[src/rtl/lrucmc_pkg.sv]
`timescale 1ns / 1ps
// shared types and constants for the lru cache miss classifier
// no dependencies; imported by lrucmc_cell and lru_cache_miss_classifier

package lrucmc_pkg;

    localparam int CAP_W      = 5;
    localparam int TOTAL_W    = 32;
    localparam int OUTCOME_W  = 2;
    localparam int CELL_IDX_W = 6;

    localparam logic [OUTCOME_W-1:0] OUT_HIT        = 2'd0;
    localparam logic [OUTCOME_W-1:0] OUT_COMPULSORY = 2'd1;
    localparam logic [OUTCOME_W-1:0] OUT_CAPACITY   = 2'd2;

    localparam logic [CAP_W-1:0] CAP_RESET = 5'd16;

    typedef enum logic [2:0]
    {
        ST_CLEAR = 3'b001,
        ST_IDLE  = 3'b010,
        ST_LOOK  = 3'b100
    } state_t;

    typedef struct packed
    {
        logic commit;
        logic miss;
    } cell_ctrl_t;

endpackage

[src/rtl/lrucmc_ram.sv]
`timescale 1ns / 1ps
// generic single-write, single-read ram with registered read data
// no dependencies

module lrucmc_ram
#(
    parameter int WIDTH = 1,
    parameter int DEPTH = 1024
)
(
    input  logic                     clk,
    input  logic                     wr_en,
    input  logic [$clog2(DEPTH)-1:0] wr_addr,
    input  logic [WIDTH-1:0]         wr_data,
    input  logic                     rd_en,
    input  logic [$clog2(DEPTH)-1:0] rd_addr,
    output logic [WIDTH-1:0]         rd_data
);

    logic [WIDTH-1:0] mem [DEPTH];

    always_ff @(posedge clk)
    begin
        if (wr_en)
        begin
            mem[wr_addr] <= wr_data;
        end
        if (rd_en)
        begin
            rd_data <= mem[rd_addr];
        end
    end

endmodule

[src/rtl/lrucmc_cell.sv]
`timescale 1ns / 1ps
// one position of the recency stack: holds a tag and its valid bit
// depends on lrucmc_pkg

module lrucmc_cell
#(
    parameter int TAG_BITS = 10
)
(
    input  logic                      clk,
    input  logic                      rst_n,
    input  lrucmc_pkg::cell_ctrl_t    ctrl,
    input  logic                      keep,
    input  logic [TAG_BITS-1:0]       look_tag,
    input  logic [TAG_BITS-1:0]       prev_tag,
    input  logic                      prev_valid,
    input  logic                      any_in,
    output logic                      any_out,
    output logic                      match,
    output logic [TAG_BITS-1:0]       tag,
    output logic                      valid
);

    import lrucmc_pkg::*;

    logic [TAG_BITS-1:0] tag_reg;
    logic [TAG_BITS-1:0] tag_next;
    logic                valid_reg;
    logic                valid_next;
    logic                shift;

    assign match   = valid_reg && (tag_reg == look_tag);
    assign any_out = match || any_in;
    // this cell and all above it move down one place on a miss or when the hit lies here or deeper
    assign shift   = ctrl.miss || any_out;

    always_comb
    begin
        tag_next   = tag_reg;
        valid_next = valid_reg;
        if (ctrl.commit)
        begin
            if (shift)
            begin
                tag_next   = prev_tag;
                valid_next = prev_valid && keep;
            end
            else
            begin
                valid_next = valid_reg && keep;
            end
        end
    end

    always_ff @(posedge clk or negedge rst_n)
    begin
        if (!rst_n)
        begin
            valid_reg <= 1'b0;
        end
        else
        begin
            valid_reg <= valid_next;
        end
    end

    always_ff @(posedge clk)
    begin
        tag_reg <= tag_next;
    end

    assign tag   = tag_reg;
    assign valid = valid_reg;

endmodule

[src/rtl/lru_cache_miss_classifier.sv]
`timescale 1ns / 1ps
// lru cache miss classifier: row of recency cells plus a seen-map ram
// flow: an accepted access moves idle to look while the seen-map ram read is registered;
// the commit in look, held while the output stalls, registers the result; no new access
// is taken until the last one commits, as the registered seen-map read comes ahead of the cell row update
// reset: clears cells and counts, sets capacity to 16, then sweeps all 2**TAG_BITS seen-map
// entries (1024 by default) with in_stall high; config still taken

module lru_cache_miss_classifier
#(
    parameter int MAX_ENTRIES = 16,
    parameter int TAG_BITS    = 10
)
(
    input  logic                                clk,
    input  logic                                rst_n,
    input  logic                                cfg_valid,
    output logic                                cfg_ready,
    input  logic [lrucmc_pkg::CAP_W-1:0]        capacity_entries,
    input  logic                                in_valid,
    output logic                                in_stall,
    input  logic [TAG_BITS-1:0]                 access_tag,
    output logic                                out_valid,
    input  logic                                out_stall,
    output logic [lrucmc_pkg::OUTCOME_W-1:0]    outcome,
    output logic [lrucmc_pkg::TOTAL_W-1:0]      compulsory_total,
    output logic [lrucmc_pkg::TOTAL_W-1:0]      capacity_total
);

    import lrucmc_pkg::*;

    state_t               state_reg;
    state_t               state_next;
    logic [CAP_W-1:0]     cap_reg;
    logic [TAG_BITS-1:0]  clr_reg;
    logic [TAG_BITS-1:0]  clr_next;
    logic [TAG_BITS-1:0]  look_tag_reg;
    logic [TOTAL_W-1:0]   comp_reg;
    logic [TOTAL_W-1:0]   comp_next;
    logic [TOTAL_W-1:0]   capm_reg;
    logic [TOTAL_W-1:0]   capm_next;
    logic                 out_valid_reg;
    logic                 out_valid_next;
    logic [OUTCOME_W-1:0] outcome_reg;
    logic [OUTCOME_W-1:0] outcome_next;

    logic                 accept;
    logic                 commit;
    logic                 hit;
    logic                 seen;
    cell_ctrl_t           ctrl;

    logic [TAG_BITS-1:0]  tag_q [MAX_ENTRIES];
    logic [MAX_ENTRIES-1:0] valid_vec;
    logic [MAX_ENTRIES-1:0] match_vec;
    logic [MAX_ENTRIES-1:0] keep_vec;
    logic [MAX_ENTRIES:0]   any_vec;

    logic                 ram_wr_en;
    logic [TAG_BITS-1:0]  ram_wr_addr;
    logic                 ram_wr_data;

    assign cfg_ready = 1'b1;
    assign accept    = in_valid && (state_reg == ST_IDLE);
    assign commit    = (state_reg == ST_LOOK) && (!out_valid_reg || !out_stall);
    assign hit       = any_vec[0];
    assign ctrl      = '{commit: commit, miss: !hit};
    assign in_stall  = (state_reg != ST_IDLE);

    // cell row
    assign any_vec[MAX_ENTRIES] = 1'b0;

    for (genvar k = 0; k < MAX_ENTRIES; k++)
    begin : g_cell
        logic [TAG_BITS-1:0] prev_tag;
        logic                prev_valid;

        // a zero capacity acts as one entry
        assign keep_vec[k] = (k == 0) || (CELL_IDX_W'(k) < {1'b0, cap_reg});

        if (k == 0)
        begin : g_head
            assign prev_tag   = look_tag_reg;
            assign prev_valid = 1'b1;
        end
        else
        begin : g_body
            assign prev_tag   = tag_q[k-1];
            assign prev_valid = valid_vec[k-1];
        end

        lrucmc_cell #(
            .TAG_BITS (TAG_BITS)
        ) u_cell (
            .clk        (clk),
            .rst_n      (rst_n),
            .ctrl       (ctrl),
            .keep       (keep_vec[k]),
            .look_tag   (look_tag_reg),
            .prev_tag   (prev_tag),
            .prev_valid (prev_valid),
            .any_in     (any_vec[k+1]),
            .any_out    (any_vec[k]),
            .match      (match_vec[k]),
            .tag        (tag_q[k]),
            .valid      (valid_vec[k])
        );
    end

    // seen map
    assign ram_wr_en   = (state_reg == ST_CLEAR) || commit;
    assign ram_wr_addr = (state_reg == ST_CLEAR) ? clr_reg : look_tag_reg;
    assign ram_wr_data = (state_reg == ST_LOOK);

    lrucmc_ram #(
        .WIDTH (1),
        .DEPTH (2 ** TAG_BITS)
    ) u_seen (
        .clk     (clk),
        .wr_en   (ram_wr_en),
        .wr_addr (ram_wr_addr),
        .wr_data (ram_wr_data),
        .rd_en   (accept),
        .rd_addr (access_tag),
        .rd_data (seen)
    );

    always_comb
    begin
        state_next     = state_reg;
        clr_next       = clr_reg;
        comp_next      = comp_reg;
        capm_next      = capm_reg;
        out_valid_next = out_valid_reg;
        outcome_next   = outcome_reg;

        if (!out_stall)
        begin
            out_valid_next = 1'b0;
        end

        unique case (state_reg)
            ST_CLEAR:
            begin
                clr_next = clr_reg + 1'b1;
                if (clr_reg == '1)
                begin
                    state_next = ST_IDLE;
                end
            end
            ST_IDLE:
            begin
                if (accept)
                begin
                    state_next = ST_LOOK;
                end
            end
            ST_LOOK:
            begin
                if (commit)
                begin
                    state_next     = ST_IDLE;
                    out_valid_next = 1'b1;
                    priority if (hit)
                    begin
                        outcome_next = OUT_HIT;
                    end
                    else if (seen)
                    begin
                        outcome_next = OUT_CAPACITY;
                        if (capm_reg != '1)
                        begin
                            capm_next = capm_reg + 1'b1;
                        end
                    end
                    else
                    begin
                        outcome_next = OUT_COMPULSORY;
                        if (comp_reg != '1)
                        begin
                            comp_next = comp_reg + 1'b1;
                        end
                    end
                end
            end
            default:
            begin
                state_next = ST_CLEAR;
            end
        endcase
    end

    always_ff @(posedge clk or negedge rst_n)
    begin
        if (!rst_n)
        begin
            state_reg     <= ST_CLEAR;
            clr_reg       <= '0;
            cap_reg       <= CAP_RESET;
            comp_reg      <= '0;
            capm_reg      <= '0;
            out_valid_reg <= 1'b0;
        end
        else
        begin
            state_reg     <= state_next;
            clr_reg       <= clr_next;
            comp_reg      <= comp_next;
            capm_reg      <= capm_next;
            out_valid_reg <= out_valid_next;
            if (cfg_valid && cfg_ready)
            begin
                cap_reg <= capacity_entries;
            end
        end
    end

    always_ff @(posedge clk)
    begin
        if (accept)
        begin
            look_tag_reg <= access_tag;
        end
        outcome_reg <= outcome_next;
    end

    assign out_valid        = out_valid_reg;
    assign outcome          = outcome_reg;
    assign compulsory_total = comp_reg;
    assign capacity_total   = capm_reg;

    // resident tags are distinct
    a_single_match: assert property (@(posedge clk) disable iff (!rst_n)
        $onehot0(match_vec))
    else $error("more than one cell matches the lookup tag");

    // valid cells always form a run from the most recent position
    a_valid_run: assert property (@(posedge clk) disable iff (!rst_n)
        ((valid_vec + 1'b1) & valid_vec) == '0)
    else $error("gap in the valid cells");

    // after an update no entry lies beyond the capacity, unless a capacity write came with it
    a_cap_trim: assert property (@(posedge clk) disable iff (!rst_n)
        commit |=> ((valid_vec & ~keep_vec) == '0) || $past(cfg_valid))
    else $error("entries beyond capacity after update");

    // every update presents a result and fills the most recent cell
    a_commit_result: assert property (@(posedge clk) disable iff (!rst_n)
        commit |=> out_valid_reg && valid_vec[0])
    else $error("update without result");

endmodule

[config.mk]
export PLATFORM = sky130hd
export DESIGN_NAME = lru_cache_miss_classifier
export DESIGN_NICKNAME = d
export VERILOG_FILES = /design/src/rtl/lrucmc_pkg.sv /design/src/rtl/lrucmc_ram.sv /design/src/rtl/lrucmc_cell.sv /design/src/rtl/lru_cache_miss_classifier.sv
export SDC_FILE = /design/constraint.sdc
export NUM_CORES = 2
export LEC_CHECK = 0
export ABC_AREA = 1
export CAP_MARGIN = 20
export CORE_UTILIZATION = 60
export CTS_BUF_LIST = sky130_fd_sc_hd__clkbuf_4
export DETAILED_ROUTE_END_ITERATION = 6
export DONT_BUFFER_PORTS = 1
export PLACE_DENSITY = 0.87
export SYNTH_ARGS = -nofsm -noshare
export SYNTH_HDL_FRONTEND = slang
export SYNTH_HIERARCHICAL = 1
export SYNTH_SLANG_ARGS = --single-unit
[constraint.sdc]
create_clock -name clk -period 43.5 [get_ports clk]
set_input_delay 13.05 -clock clk [delete_from_list [all_inputs] [get_ports clk]]
set_output_delay 13.05 -clock clk [all_outputs]
set_load 0.02 [all_outputs]
; ---- Yosys cells after proc, flatten, opt, wreduce, memory -nomap -nowiden
; Memory sizes are Yosys's and may differ from the RTL's. A register that Yosys moved wholly into a read port is not among the register bits.
; Cells that the tools add are included.
[totals]
mem_bits_rw = 1024
latch_bits = 0
wordCells = 215
n_memories = 1
reg_bits = 271
rom_bits = 0
[memory_table]
columns = name, depth, width, read_ports, rd_ports_with_merged_regs, wr, line
row1 = u_seen.mem, 1024, 1, 1, 1, 1, lrucmc_ram.sv:20  ; logic [WIDTH-1:0] mem [DEPTH];
[classes]
bitwise_logic = 2
multipliers = 0
addsub = 3
eq_ne = 26
n_shift = 0
div = 0
order_cmp = 15
n_reduce_logical = 102
muxes = 26
[ops]
columns = op, n
row1 = equality test 10 bit, 16
row2 = adder 32 x 1 -> 32 bit (second input constant), 2
row3 = inequality test 32 bit (second input constant), 2
row4 = logical AND 1 bit, 48
row5 = less-than comparator 4 x 5 -> 1 bit (first input constant), 8
row6 = logical OR 1 bit, 32
row7 = AND reduction 2 bit, 16
row8 = less-than comparator 3 x 5 -> 1 bit (first input constant), 4
row9 = two-way mux 1 bit, 20
row10 = adder 10 x 1 -> 10 bit (second input constant), 1
row11 = equality test 10 bit (second input constant), 1
row12 = less-than comparator 2 x 5 -> 1 bit (first input constant), 2
row13 = two-way mux 10 bit, 1
row14 = AND reduction 5 bit, 2
row15 = two-way mux 3 bit, 3
row16 = one-hot mux 3 bit (3 select lines), 1
row17 = less-than comparator 1 x 5 -> 1 bit (first input constant), 1
row18 = inequality test 2 bit (second input constant), 2
row19 = equality test 3 x 1 -> 1 bit (second input constant), 1
row20 = equality test 3 x 2 -> 1 bit (second input constant), 1
row21 = equality test 3 bit (second input constant), 1
row22 = logical NOT 1 bit, 3
row23 = inequality test 3 x 2 -> 1 bit (second input constant), 1
row24 = AND reduction 3 bit, 1
row25 = other kinds (3), 4

; ---- Depth between registers and ports, before layout
[logic_depth]
depth_word = 20
ltp_mapped = 46
ltp_nobuf = 46

; ---- Modules after synthesis
; The synthesis kept the hierarchy.
[by_module_without_submodules]
columns = mod, cells_each, instances, area_per_inst_um2, seq_area_each_um2
row1 = lrucmc_ram, 4679, 1, 46402.0, 30779.5
row2 = lrucmc_cell, 90, 16, 681.9, 325.3
row3 = lru_cache_miss_classifier, 845, 1, 5764.3, 2439.8

; ---- Least setup slack after synthesis
; Ideal clock, no wire load.
[synth_path]
kind = input to register
startpoint = input port out_stall
endpoint = memory u_seen.mem[800], enable pin
path_slack_ps = 28696
required_time_ps = 43200
arrival_time_ps = 14504
cell_stages = 8
path_cell_list = nand2_1 > nand3_2 > nand2_1 > clkbuf_1 > buf_1 > nand3_1 > clkbuf_1 > nor2_1
[synth_between]
elab_chain_cells = 6
[synth_rtl]
columns = item, line
row1 = start: declaration, lru_cache_miss_classifier.sv:24  ; input logic out_stall,
row2 = logical NOT 1 bit, --
row3 = logical OR 1 bit, lru_cache_miss_classifier.sv:65  ; assign commit = (state_reg == ST_LOOK) && (!out_valid_reg || !out_stall);
row4 = logical AND 1 bit, lru_cache_miss_classifier.sv:65
row5 = logical OR 1 bit, lru_cache_miss_classifier.sv:111  ; assign ram_wr_en = (state_reg == ST_CLEAR) || commit;
row6 = named net ram_wr_en, lru_cache_miss_classifier.sv:59  ; logic ram_wr_en;
row7 = two-way mux 1 bit, lrucmc_ram.sv:24  ; if (wr_en)
row8 = two-way mux 1 bit (not written as such), lrucmc_ram.sv:26  ; mem[wr_addr] <= wr_data;
row9 = end: declaration, lrucmc_ram.sv:20
; The timed path passes the listed nets, and every way through them passes these cells.

==> results.md <==
- Result of the run: complete, but fails checks
- Violations in the final reports: design-rule violations
- First-pass GRT wire length: 257000 µm
- Cell at the root of the clock tree: sky130_fd_sc_hd__clkbuf_4
- Most common library cell in the layout ignoring fill and taps: sky130_fd_sc_hd__nand2_1
- Die height: 324 µm
- Launching element type of the critical path: primary input
- TritonCTS clock tree: built
- Type of the setup path with the least slack: primary input to register
- Nature of the critical path endpoint: register
- Total congestion overflow: 0
- Total global-route track usage: a little under a third
- Post-placement cell area: around 62000 µm²
- Final period demand of the worst path: between 15000 and 20000 ps
- Headroom to the max-slew limit: 5.47%
- Final hold violations: 0
- Setup TNS: 0 ps
- Total power: 2.76 mW
- Starting density of the core: 60.8%
- Count of mapped cells out of synthesis: 6772
- Placement row count: ~120
- Count of maximum capacitance violations: 0
- Syn. warnings: 6
- Final setup violation count: 0
- Die extent in x: roughly 320 µm
- VDD IR max: 0.0277 mV
- Number of iterations in the first detailed-routing pass: 7
- Post-route ant nets: 0
- Largest register FFs: 1024
- Quantity of hold-fixing buffers added after cts: 0
- Most frequent cells in the layout: sky130_fd_sc_hd__nand2_1, sky130_fd_sc_hd__nor2_1, sky130_fd_sc_hd__edfxtp_1, sky130_fd_sc_hd__nand3_1, sky130_fd_sc_hd__clkbuf_4
- Class of the tightest hold or removal check: register to register
- Top delay family on crit path: buffers and inverters
- Clock transition time at the flip-flop clock pins of the worst setup and hold paths: 60 ps
- Vias in the first global route: 47857
- Synth-to-layout area growth: 7.50%
- Power per Cell Area: 41.3 nW/µm²
- Via count: 49848
- Number of non-filler instances in the completed layout: about 8400
- Number of buffer and inverter stages on the critical path: 2
- Required time at the worst-slack endpoint: 44550 ps
- Number of antenna violations at the first check in global routing: 6
- Drt total wl: 171000 µm
- DP HPWL: between 80000 and 90000 µm
- Cell area after technology mapping: roughly 62000 µm²
- Final hold slack: 437 ps
- # IOs: 89
- Achievable frequency: between 0.06 and 0.07 GHz
- CTS buffer count: 344
- Least-Margin Pin Slew: between 1000 and 1500 ps
- Buffers inserted by post-CTS timing repair: 0
- Max stage delay on crit path: 1020 ps
- Area of the core: 102000 µm²
- Count of final max-slew check failures: 0
- Routability Congestion: 0.919
- Post-Place Cells: 7776
- Pin count of the biggest net entering global routing: ~520
- Count of buffers inserted at the top-level ports: 0
- DRC: 31
- Later-pin clock latency in the skew report: 1270 ps
- CTS H-tree lvls: 5
- Post-cts sizing count: 0
- Non-Filler Cell Area, Final: 66800 µm²
- DR WL/cell: 20.4 µm
- DIE AREA: roughly 100000 µm²
- Library cell contributing the largest single delay on the critical path: sky130_fd_sc_hd__inv_16
- Vias per inst: 5.96
- Iteration-0 DRC count of the detailed router: 7445
- Cells along the critical path: inv_16 > buf_4 > nand2_1 > nand3_1 > nand3_1 > nand3_1 > nand3_1 > nand3_1 > nand3_1 > nand2_1 > nand2_1 > nand3_1 > nand3_1 > nand2_1
- Clock tree sinks: 1296
- Leakage power total: 25.6 nW
- Maximum clock path buffer count: 4
- Worst path most repeated cell: sky130_fd_sc_hd__nand3_1
- Post-route clock skew: 161 ps
- Share of cells above drive strength 1: 11.8%
- Setup repair after global routing missed its margin: no
- Arrival @ worst endpoint: 17370 ps
- Tcrit/Tclk final: between 30% and 40%
- Critical Path Fanout Max: 514
- NumNets Final: 6797
- Post-synthesis average cell area: 9.18 µm²
[path summary, 6_finish.rpt]
kind,slack (ps),end,cells after the start,start
max reg2reg,37480,compulsory_total[15],45,g_cell[0].prev_tag[8]
max in group asynchronous,31610,capacity_total[3],0,rst_n
min reg2reg,440,g_cell[1].u_cell/tag[0],0,g_cell[0].u_cell/tag[0]
min in group asynchronous,11580,g_cell[9].u_cell/valid,0,rst_n
min,440,g_cell[1].u_cell/tag[0],0,g_cell[0].u_cell/tag[0]
max,27180,u_seen/rd_data,14,access_tag[0]
[final cells by class]
class                   instances  area, µm²
flip-flops and latches       1296      38400
fillers                      7565      35400
multi-input cells            4533      19600
clock buffers                 508       3810
inverters                     519       1980
well taps                    1368       1710
repair buffers                 80        966
clock inverters                53        275
diodes                          7       17.5
[routing by layer]
layer / GRT usage, % / wire [µm] / vias to the layer above
li1: - / - / 22236
met1: 39.7 / 57100 / 23189
met2: 49.7 / 77200 / 3604
met3: 8.44 / 25800 / 817
met4: 19.7 / 10500 / 2
met5: 0 / 20 / -
[metrics by stage]
stage                     worst slack, ps  utilization (%)
after floorplan                     28700                -
after global placement              26660             60.9
after detailed placement            26650             60.9
after CTS                           27840             64.9
after global routing                27570             65.4
final                               27180             65.4
[power breakdown]
group | internal [mW] | leakage (nW) | total [mW] | switching (mW)
registers | 1.37 | 12.4 | 1.38 | 0.0136
clock network | 0.540 | 2.47 | 1.03 | 0.490
logic | 0.0681 | 10.7 | 0.346 | 0.278
total | 1.98 | 25.6 | 2.76 | 0.781
Note: power is estimated with default switching activity, not from simulation.
